**src/rtl/core/sla_pkg.sv**
```systemverilog
`timescale 1ns / 1ps

package sla_pkg;

  localparam int LineBytes = 64;
  localparam int CellCount = LineBytes - 1;
  localparam int LenW      = $clog2(LineBytes);

  localparam logic [7:0] ByteCr    = 8'h0D;
  localparam logic [7:0] ByteLf    = 8'h0A;
  localparam logic [7:0] PrintLow  = 8'h20;
  localparam logic [7:0] PrintHigh = 8'h7E;

  localparam logic KindChar = 1'b0;
  localparam logic KindErr  = 1'b1;

  typedef enum logic {
    StIdle,
    StRead
  } state_e;

  // per-cycle commands from the controller to the cell row and output stage
  typedef struct packed {
    logic append;    // store the byte at the token cell, move token on
    logic shift;     // move every character one cell toward cell 0
    logic clear;     // token back to cell 0
    logic out_load;  // load the output register
    logic out_err;   // loaded result is a too-long error
    logic out_last;  // loaded result ends the run
  } ctrl_t;

endpackage

```
**src/rtl/core/sla_cell.sv**
```systemverilog
`timescale 1ns / 1ps

module sla_cell import sla_pkg::*; (
  input  logic       clk_i,
  input  logic       rst_ni,
  input  ctrl_t      ctrl_i,
  input  logic       first_i,     // tied high on cell 0 only
  input  logic [6:0] wr_char_i,
  input  logic       tok_i,       // token of the left neighbor
  input  logic [6:0] nxt_char_i,  // character of the right neighbor
  output logic       tok_o,
  output logic [6:0] char_o
);

  logic       tok_q, tok_d;
  logic [6:0] char_q, char_d;

  always_comb begin
    tok_d = tok_q;
    if (ctrl_i.clear) begin
      tok_d = first_i;
    end else if (ctrl_i.append) begin
      tok_d = tok_i;
    end
  end

  always_comb begin
    char_d = char_q;
    if (ctrl_i.append && tok_q) begin
      char_d = wr_char_i;
    end else if (ctrl_i.shift) begin
      char_d = nxt_char_i;
    end
  end

  always_ff @(posedge clk_i or negedge rst_ni) begin
    if (!rst_ni) begin
      tok_q <= first_i;
    end else begin
      tok_q <= tok_d;
    end
  end

  always_ff @(posedge clk_i) begin
    char_q <= char_d;
  end

  assign tok_o  = tok_q;
  assign char_o = char_q;

endmodule

```
**src/rtl/core/sla_ctrl.sv**
```systemverilog
`timescale 1ns / 1ps

module sla_ctrl import sla_pkg::*; (
  input  logic       clk_i,
  input  logic       rst_ni,
  input  logic       in_valid_i,
  input  logic [7:0] in_byte_i,
  output logic       in_ready_o,
  input  logic       out_free_i,
  input  logic       full_i,      // token has run past the last cell
  output ctrl_t      ctrl_o
);

  state_e          state_q, state_d;
  logic [LenW-1:0] len_q, len_d;
  logic [LenW-1:0] rd_cnt_q, rd_cnt_d;
  logic            acc, is_lf, is_print, start_rd;

  assign in_ready_o = (state_q == StIdle) && out_free_i;
  assign acc        = in_valid_i && in_ready_o;
  assign is_lf      = (in_byte_i == ByteLf);
  assign is_print   = in_byte_i inside {[PrintLow:PrintHigh]};
  assign start_rd   = acc && is_lf && (len_q != '0);

  always_comb begin
    state_d = state_q;
    case (state_q)
      StIdle: begin
        if (start_rd) state_d = StRead;
      end
      StRead: begin
        if (out_free_i && rd_cnt_q == LenW'(1)) state_d = StIdle;
      end
      default: state_d = StIdle;
    endcase
  end

  always_comb begin
    ctrl_o = '0;
    case (state_q)
      StIdle: begin
        ctrl_o.append   = acc && is_print && !full_i;
        ctrl_o.out_err  = acc && is_print && full_i;
        ctrl_o.out_load = ctrl_o.out_err;
        ctrl_o.out_last = ctrl_o.out_err;
        ctrl_o.clear    = ctrl_o.out_err || start_rd;
      end
      StRead: begin
        ctrl_o.shift    = out_free_i;
        ctrl_o.out_load = out_free_i;
        ctrl_o.out_last = (rd_cnt_q == LenW'(1));
      end
      default: ctrl_o = '0;
    endcase
  end

  always_comb begin
    len_d = len_q;
    if (ctrl_o.clear) begin
      len_d = '0;
    end else if (ctrl_o.append) begin
      len_d = len_q + LenW'(1);
    end
  end

  always_comb begin
    rd_cnt_d = rd_cnt_q;
    if (start_rd) begin
      rd_cnt_d = len_q;
    end else if (ctrl_o.shift) begin
      rd_cnt_d = rd_cnt_q - LenW'(1);
    end
  end

  always_ff @(posedge clk_i or negedge rst_ni) begin
    if (!rst_ni) begin
      state_q  <= StIdle;
      len_q    <= '0;
      rd_cnt_q <= '0;
    end else begin
      state_q  <= state_d;
      len_q    <= len_d;
      rd_cnt_q <= rd_cnt_d;
    end
  end

`ifndef NO_ASSERTIONS
  a_full_len : assert property (@(posedge clk_i) disable iff (!rst_ni)
    full_i == (len_q == LenW'(CellCount)))
    else $error("token position disagrees with line length");

  a_read_cnt : assert property (@(posedge clk_i) disable iff (!rst_ni)
    (state_q == StRead) |-> (rd_cnt_q != '0))
    else $error("readout running with zero count");

  a_err_clear : assert property (@(posedge clk_i) disable iff (!rst_ni)
    ctrl_o.out_err |=> (len_q == '0) && (state_q == StIdle))
    else $error("line not discarded after too-long error");

  a_no_append_rd : assert property (@(posedge clk_i) disable iff (!rst_ni)
    (state_q == StRead) |-> !ctrl_o.append && !in_ready_o)
    else $error("byte taken during readout");
`endif

endmodule

```
**src/rtl/core/serial_line_assembler_unit.sv**
```systemverilog
`timescale 1ns / 1ps

// Serial line assembler: takes one received byte per request and builds text
// lines. Printable bytes (0x20..0x7E) are kept in a row of 63 character cells;
// carriage return, other control bytes and bytes above 0x7E are dropped. A
// line feed on a non-empty line sends its characters out in order, tlast on the
// final one; an empty line sends nothing. A printable byte arriving on a full
// line (63 characters) discards the line and sends one error result (tuser 1,
// tdata 0, tlast 1). While idle a byte is taken every cycle the output register
// can accept; a line of n characters then holds off input while the cell row
// shifts one character to the output per cycle whenever the downstream side
// does not stall.
module serial_line_assembler_unit import sla_pkg::*; (
  input  logic       clk_i,
  input  logic       rst_ni,
  input  logic       s_axis_tvalid,
  output logic       s_axis_tready,
  input  logic [7:0] s_axis_tdata,   // [7:0] rx_byte
  output logic       m_axis_tvalid,
  input  logic       m_axis_tready,
  output logic [7:0] m_axis_tdata,   // [6:0] line_char, [7] zero
  output logic       m_axis_tuser,   // [0] kind
  output logic       m_axis_tlast    // last_of_run
);

  ctrl_t      ctrl;
  logic       out_free;
  logic       tok_w  [CellCount+1];
  logic [6:0] char_w [CellCount+1];

  logic       tok_end_q, tok_end_d;
  logic       vld_q, vld_d;
  logic       kind_q;
  logic [6:0] chr_q;
  logic       last_q;

  assign out_free = !vld_q || m_axis_tready;

  sla_ctrl u_ctrl (
    .clk_i      (clk_i),
    .rst_ni     (rst_ni),
    .in_valid_i (s_axis_tvalid),
    .in_byte_i  (s_axis_tdata),
    .in_ready_o (s_axis_tready),
    .out_free_i (out_free),
    .full_i     (tok_end_q),
    .ctrl_o     (ctrl)
  );

  assign tok_w[0]          = 1'b0;
  assign char_w[CellCount] = '0;

  for (genvar i = 0; i < CellCount; i++) begin : g_cell
    sla_cell u_cell (
      .clk_i      (clk_i),
      .rst_ni     (rst_ni),
      .ctrl_i     (ctrl),
      .first_i    (i == 0),
      .wr_char_i  (s_axis_tdata[6:0]),
      .tok_i      (tok_w[i]),
      .nxt_char_i (char_w[i+1]),
      .tok_o      (tok_w[i+1]),
      .char_o     (char_w[i])
    );
  end

  // token position past the last cell: line holds 63 characters
  always_comb begin
    tok_end_d = tok_end_q;
    if (ctrl.clear) begin
      tok_end_d = 1'b0;
    end else if (ctrl.append) begin
      tok_end_d = tok_w[CellCount];
    end
  end

  always_ff @(posedge clk_i or negedge rst_ni) begin
    if (!rst_ni) begin
      tok_end_q <= 1'b0;
    end else begin
      tok_end_q <= tok_end_d;
    end
  end

  always_comb begin
    vld_d = vld_q;
    if (ctrl.out_load) begin
      vld_d = 1'b1;
    end else if (m_axis_tready) begin
      vld_d = 1'b0;
    end
  end

  always_ff @(posedge clk_i or negedge rst_ni) begin
    if (!rst_ni) begin
      vld_q <= 1'b0;
    end else begin
      vld_q <= vld_d;
    end
  end

  always_ff @(posedge clk_i) begin
    if (ctrl.out_load) begin
      kind_q <= ctrl.out_err ? KindErr : KindChar;
      chr_q  <= ctrl.out_err ? 7'd0 : char_w[0];
      last_q <= ctrl.out_last;
    end
  end

  assign m_axis_tvalid = vld_q;
  assign m_axis_tdata  = {1'b0, chr_q};
  assign m_axis_tuser  = kind_q;
  assign m_axis_tlast  = last_q;

endmodule
```
**config.mk**
```make
export PLATFORM = sky130hd
export DESIGN_NAME = serial_line_assembler_unit
export DESIGN_NICKNAME = d
export VERILOG_FILES = /design/src/rtl/core/sla_pkg.sv /design/src/rtl/core/sla_cell.sv /design/src/rtl/core/sla_ctrl.sv /design/src/rtl/core/serial_line_assembler_unit.sv
export SDC_FILE = /design/constraint.sdc
export NUM_CORES = 1
export LEC_CHECK = 0
export BUFFER_PORTS_ARGS = -buffer_cell sky130_fd_sc_hd__buf_2
export CORE_MARGIN = 2
export CORE_UTILIZATION = 58
export CTS_CLUSTER_SIZE = 30
export DETAILED_ROUTE_END_ITERATION = 7
export HOLD_SLACK_MARGIN = 0.12
export MAX_ROUTING_LAYER = met4
export PLACE_DENSITY = 0.75
export SLEW_MARGIN = 0
export SYNTH_ARGS = -nofsm -noshare
export SYNTH_HDL_FRONTEND = slang
export SYNTH_SLANG_ARGS = --single-unit
```
**constraint.sdc**
```tcl
create_clock -name clk_i -period 2.45 [get_ports clk_i]
set_input_delay 0.245 -clock clk_i [delete_from_list [all_inputs] [get_ports clk_i]]
set_output_delay 0.245 -clock clk_i [all_outputs]
set_load 0.01 [all_outputs]
```
======== After elaboration in Yosys (flattened, before gate mapping) ========
Index checks and enable logic that the tools add are counted.
word-level totals
  flip-flop bits (word level) ............. 528
  output and inout bits ................... 12
cells by class
  add/subtract/negate cells ............... 2
  magnitude comparators ................... 2
  eq/ne operators ......................... 2
  mux-type cells .......................... 270
  bitwise logic cells ..................... 1
  reduce and logical (&&, ||, !) cells .... 143
operator list
  kind                                                                                  count
  7-bit 2-to-1 mux                                                                      126
  1-bit 2-to-1 mux                                                                      137
  2-bit nonzero test                                                                    66
  1-bit logical AND                                                                     72
  6-bit 2-to-1 mux                                                                      4
  8-bit by 4-bit == test with 1-bit output (second input constant)                      1
  8-bit by 6-bit greater-or-equal comparator with 1-bit output (second input constant)  1
  8-bit by 7-bit less-or-equal comparator with 1-bit output (second input constant)     1
  6-bit by 1-bit adder with 6-bit output (second input constant)                        1
  6-bit by 1-bit == test with 1-bit output (second input constant)                      1
  1-bit one-hot mux with 2 select lines                                                 3
  6-bit nonzero test                                                                    1
  6-bit by 1-bit subtractor with 6-bit output (second input constant)                   1
  1-bit logical NOT                                                                     2
  1-bit logical OR                                                                      2
  1-bit NOT                                                                             1

======== Longest topological paths before layout ========
  depth after elaboration ................. 9
  depth in mapped cells ................... 9
  gate-level depth less buffers ........... 6

======== Worst setup path after synthesis ========
No wires, ideal clock.
  path kind ............................... flip-flop to flip-flop
  from .................................... register vld_q (netlist: m_axis_tvalid)
  to ...................................... register chr_q[0], enable pin
  setup time .............................. 335 ps
  data arrival time ....................... 1892 ps
  setup slack ............................. 223 ps
  stages on the path, launching flop included .. 7
  buffers on the path ..................... 2
  period minus slack after synthesis ...... 2227 ps
  cell sequence ........................... dfrtp_1 nor2b_1 nor3_1 and3_1 clkbuf_1 clkbuf_1 or2_1
RTL lines
  item                      RTL line                           source
  start: declaration        serial_line_assembler_unit.sv:32   logic vld_q, vld_d;
  start signal: assignment  serial_line_assembler_unit.sv:98   vld_q <= vld_d;
  end signal: assignment    serial_line_assembler_unit.sv:105  chr_q <= ctrl.out_err ? 7'd0 : char_w[0];
  end: declaration          serial_line_assembler_unit.sv:34   logic [6:0] chr_q;

======== Final worst setup path ========
  from .................................... register u_ctrl.state_q
  to ...................................... register g_cell[0].u_cell.char_q[3], enable pin
on the way
  cells in the longest elaborated chain, start to end .. 8
  elaborated cells on any way between the ends .. 9
RTL lines
  item                                     RTL line        source
  start: declaration                       sla_ctrl.sv:14  state_e state_q, state_d;
  start signal: assignment                 sla_ctrl.sv:77  state_q <= StIdle;
  start signal: assignment                 sla_ctrl.sv:81  state_q <= state_d;
  1-bit NOT                                --
  1-bit logical AND                        sla_ctrl.sv:19  assign in_ready_o = (state_q == StIdle) && out_free_i;
  1-bit logical AND                        sla_ctrl.sv:20  assign acc = in_valid_i && in_ready_o;
  1-bit logical AND (2 in a row)           sla_ctrl.sv:42  ctrl_o.append = acc && is_print && !full_i;
  1-bit 2-to-1 mux                         sla_ctrl.sv:40  case (state_q)
  1-bit logical AND                        sla_cell.sv:29  if (ctrl_i.append && tok_q) begin
  2-bit nonzero test (no source line) (*)  --
  end signal: assignment                   sla_cell.sv:45  char_q <= char_d;
  end: declaration                         sla_cell.sv:16  logic [6:0] char_q, char_d;
Every way passes the cells marked *; elsewhere a longest branch is shown, timed or not.
A chain may end at the register's enable or synchronous reset.

==> summary.md <==
| Metric | Value |
|---|---|
| Status | `finished clean` |
| Maxcap violations | `0` |
| Core area | `39730 sq um` |
| Ys async rst share | `0.1477` |
| CP required | `2.72 ns` |
| First-pass GRT wire length | `69850 um` |
| Unrepaired setup endpoints after global routing | `false` |
| Final Setup Violations | `0` |
| P per Cell Area | `778.6 nW/um^2` |
| Die Y | `204.8 um` |
| Avg Inst Size Synth | `16.48 sq um` |
| Row count | `73` |
| Crit path capture type | `register` |
| Final Wtd Congestion | `0.7589` |
| Count leader, synth | `edfxtp_1` |
| Adder-cell share of the synthesized area | `0.002140` |
| Layout cell share with drive strength beyond 1 | `0.1649` |
| Antenna viol nets, final | `0` |
| H-tree levels | `2` |
| Clock latency at the later pin of the worst-skew pair | `0.61 ns` |
| Setup Skew | `0.01787 ns` |
| Post-DP HPWL | `24320 um` |
| Slew headroom | `0.4726` |
| CTS tree | `built` |
| Slowest CP cell | `dfrtp_1` |
| Synth Flop Type | `edfxtp_1` |
| Initial antenna violation count | `0` |
| Sequential cell area | `15470 sq um` |
| Tmin final | `2.322 ns` |
| Via density per instance | `6.091` |
| Diodes inserted | `0` |
| VDD IR-drop max | `0.4902 mV` |
| Wire length per cell | `21.39 um` |
| Syn Inst Count | `1419` |
| WP data arrival | `2.59 ns` |
| Clk sinks | `528` |
| Post-Syn Area | `23380 sq um` |
| Switch Pwr | `4.657 mW` |
| Startpoint types | `register` |
| Syn Nets | `1435` |
| Simple-gate share of the synthesized area | `0.06078` |
| Nets | `1439` |
| Top Metal Used | `met4` |
| HP Class | `primary input to register` |
| XOR/XNOR share of the synthesized area | `0` |
| Final period util | `0.9478` |
| Sw frac | `0.2324` |
| Clk pwr share | `0.381` |
| Fin worst setup slack | `0.1280 ns` |
| Placed cell area | `24040 sq um` |
| Most Frequent Cell on Critical Path | `buf_4` |
| Post-route design area | `25740 sq um` |
| Setup Fix Bufs, Post-CTS | `0` |
| Total congestion overflow | `0` |
| Crit Path Max Fanout | `10` |
| Post-synth top area share | `0.5779` |
| CTS root buffer | `clkbuf_16` |
| Number of global-route vias before repair | `12820` |
| Int Pwr | `15.38 mW` |
| Area grow syn2layout | `10.06%` |
| Iter 0 DRT Violations | `799` |
| Fmax | `430.7 MHz` |
| Place WS | `0.01534 ns` |
| IO Port Bufs | `22` |
| CTS Buf Count | `53` |
| Starting Density | `0.5885` |
| Slew Limit Fails | `0` |
| DR vias | `12140` |
| Total track usage | `0.2186` |
| Multi-input logic area | `7453 sq um` |
| First-pass detailed-route iteration total | `5` |
| Mux cell area share after synthesis | `0.2090` |
| Leak Pwr | `8.687 nW` |
| Largest net degree at the start of global routing | `71` |
| Sequential power share | `0.541` |
| CP Class | `register to register` |
| Die area | `41940 sq um` |
| I/O Pins | `24` |
| Worst-Margin Slew | `0.7911 ns` |
| Crit-path max cell delay | `0.49 ns` |
| TNS Setup | `0 ns` |
| Logic pwr share | `0.078` |
| FF+latch count, synth | `528` |
| CTS max path bufs | `3` |
| Met2 WL | `20440 um` |
| WL final | `42640 um` |
| Final hold vios | `0` |
| Largest area contributor in the netlist | `edfxtp_1` |
| DRC Markers | `0` |
| Die X-Extent | `204.8 um` |
| WL met1 | `19500 um` |
| CP Cell Sequence | `nor4_2 > buf_4 > buf_4 > nand3_1 > nand2_1` |
| Syn. warnings | `0` |
| EDFF count, synth | `450` |
| Largest family of logic cells by synthesized area | `multiplexers` |
| Seq/Total Area, Yosys | `0.6614` |
| # fillers | `2734` |
| Synth top cells by count | `edfxtp_1, mux2_1, clkbuf_1, dfrtp_1, nand2_1` |
| Synth area leaders | `edfxtp_1, mux2_1, dfrtp_1` |
| Synth Area in Compound Gates | `0.04404` |
| Yosys cell types | `44` |
| DR WL met3 | `1991 um` |
| Clk slew on worst S/H paths | `0.07 ns` |
## metal layers
| layer | global-route usage | up-vias |
|---|---|---|
| li1 | - | 5526 |
| met1 | 0.2983 | 6312 |
| met2 | 0.3438 | 246 |
| met3 | 0.03961 | 56 |
| met4 | 0.05357 | 0 |
| met5 | - | - |
## per-stage QoR
stage               std cells  utilization  hold WS, ns  power [mW]
CTS                      1993       0.6470       0.1321       20.20
finish                   1993       0.6478       0.1499       20.04
detailed placement       1891       0.6050       0.3134       12.56
global route             1993       0.6478       0.1472       20.78
global placement         1891       0.6050       0.3188       12.49
floorplan                1419            -     -0.05059       12.03
## path summary, 6_finish.rpt
kind / from / to / slack [ns] / depth (start not counted)
hold / removal: s_axis_tdata[2] / u_ctrl.rd_cnt_q[4] / 0.15 / 5
hold reg to reg: g_cell[29].u_cell.char_o[5] / g_cell[28].u_cell.char_o[5] / 0.53 / 1
max in group asynchronous: rst_ni / g_cell[33].u_cell.tok_o / 1.57 / 3
setup / recovery: u_ctrl.state_q / g_cell[0].u_cell.char_o[3] / 0.13 / 5
min in group asynchronous: rst_ni / g_cell[59].u_cell.tok_o / 0.23 / 2
setup reg to reg: u_ctrl.state_q / g_cell[0].u_cell.char_o[3] / 0.13 / 5
## power by group through the flow
stage / clock (mW) / combinational [mW] / sequential, mW
after CTS: 7.79 / 1.57 / 10.8
after global placement: 0 / 1.49 / 11.0
final: 7.64 / 1.56 / 10.8
after global routing: 8.15 / 1.74 / 10.9
after floorplan: 0 / 1.12 / 10.9
after detailed placement: 0 / 1.55 / 11.0
## kinds of logic after synthesis
family	Yosys count
AND/OR/NAND/NOR	185
buffers and inverters	112
AO/OA/AOI/OAI	155
flip-flops	528
multiplexers	434
other	1
adder cells (fa/ha/maj)	4
## registers in the layout (all words and copies together) (netlist names), 6 cells and up
register	flops
u_ctrl.rd_cnt_q	6
g_cell.u_cell.tok_o	63
u_ctrl.len_q	6
chr_q	7
g_cell.u_cell.char_o	441
## worst max-delay path: cells and delay by family, from the launching register on
family,cells,cell delay [ns]
buf+inv,2,0.41
simple gates,3,1.09
flops,1,0.49
## layout by cell type, fill, tap and decap left out, types with 22 or more instances in the layout
cell and instances:
clkbuf_16 53, mux2_2 35, buf_4 22, dfrtp_1 77, edfxtp_1 450, a211oi_1 65, nand3_2 31, mux2_1 399
nand2_1 62, nand3_4 30, o21ai_0 62
## repair_timing
| action | in CTS | in global routing |
|---|---|---|
| endpoints found under the hold margin | 61 | 0 |
| hold buffers | 2 | 0 |
| endpoints found under the setup margin | 0 | 41 |
| gates resized for setup | 0 | 8 |
## layout make-up
cell class / instances / share of cell area
well taps: 525 / 0.02552
flip-flops and latches: 528 / 0.6009
repair buffers: 55 / 0.01906
clock buffers: 77 / 0.05892
multi-input cells: 779 / 0.2896
clock inverters: 23 / 0.005105
inverters: 6 / 0.0008751
No activity file was read; power rests on OpenSTA's default activity.
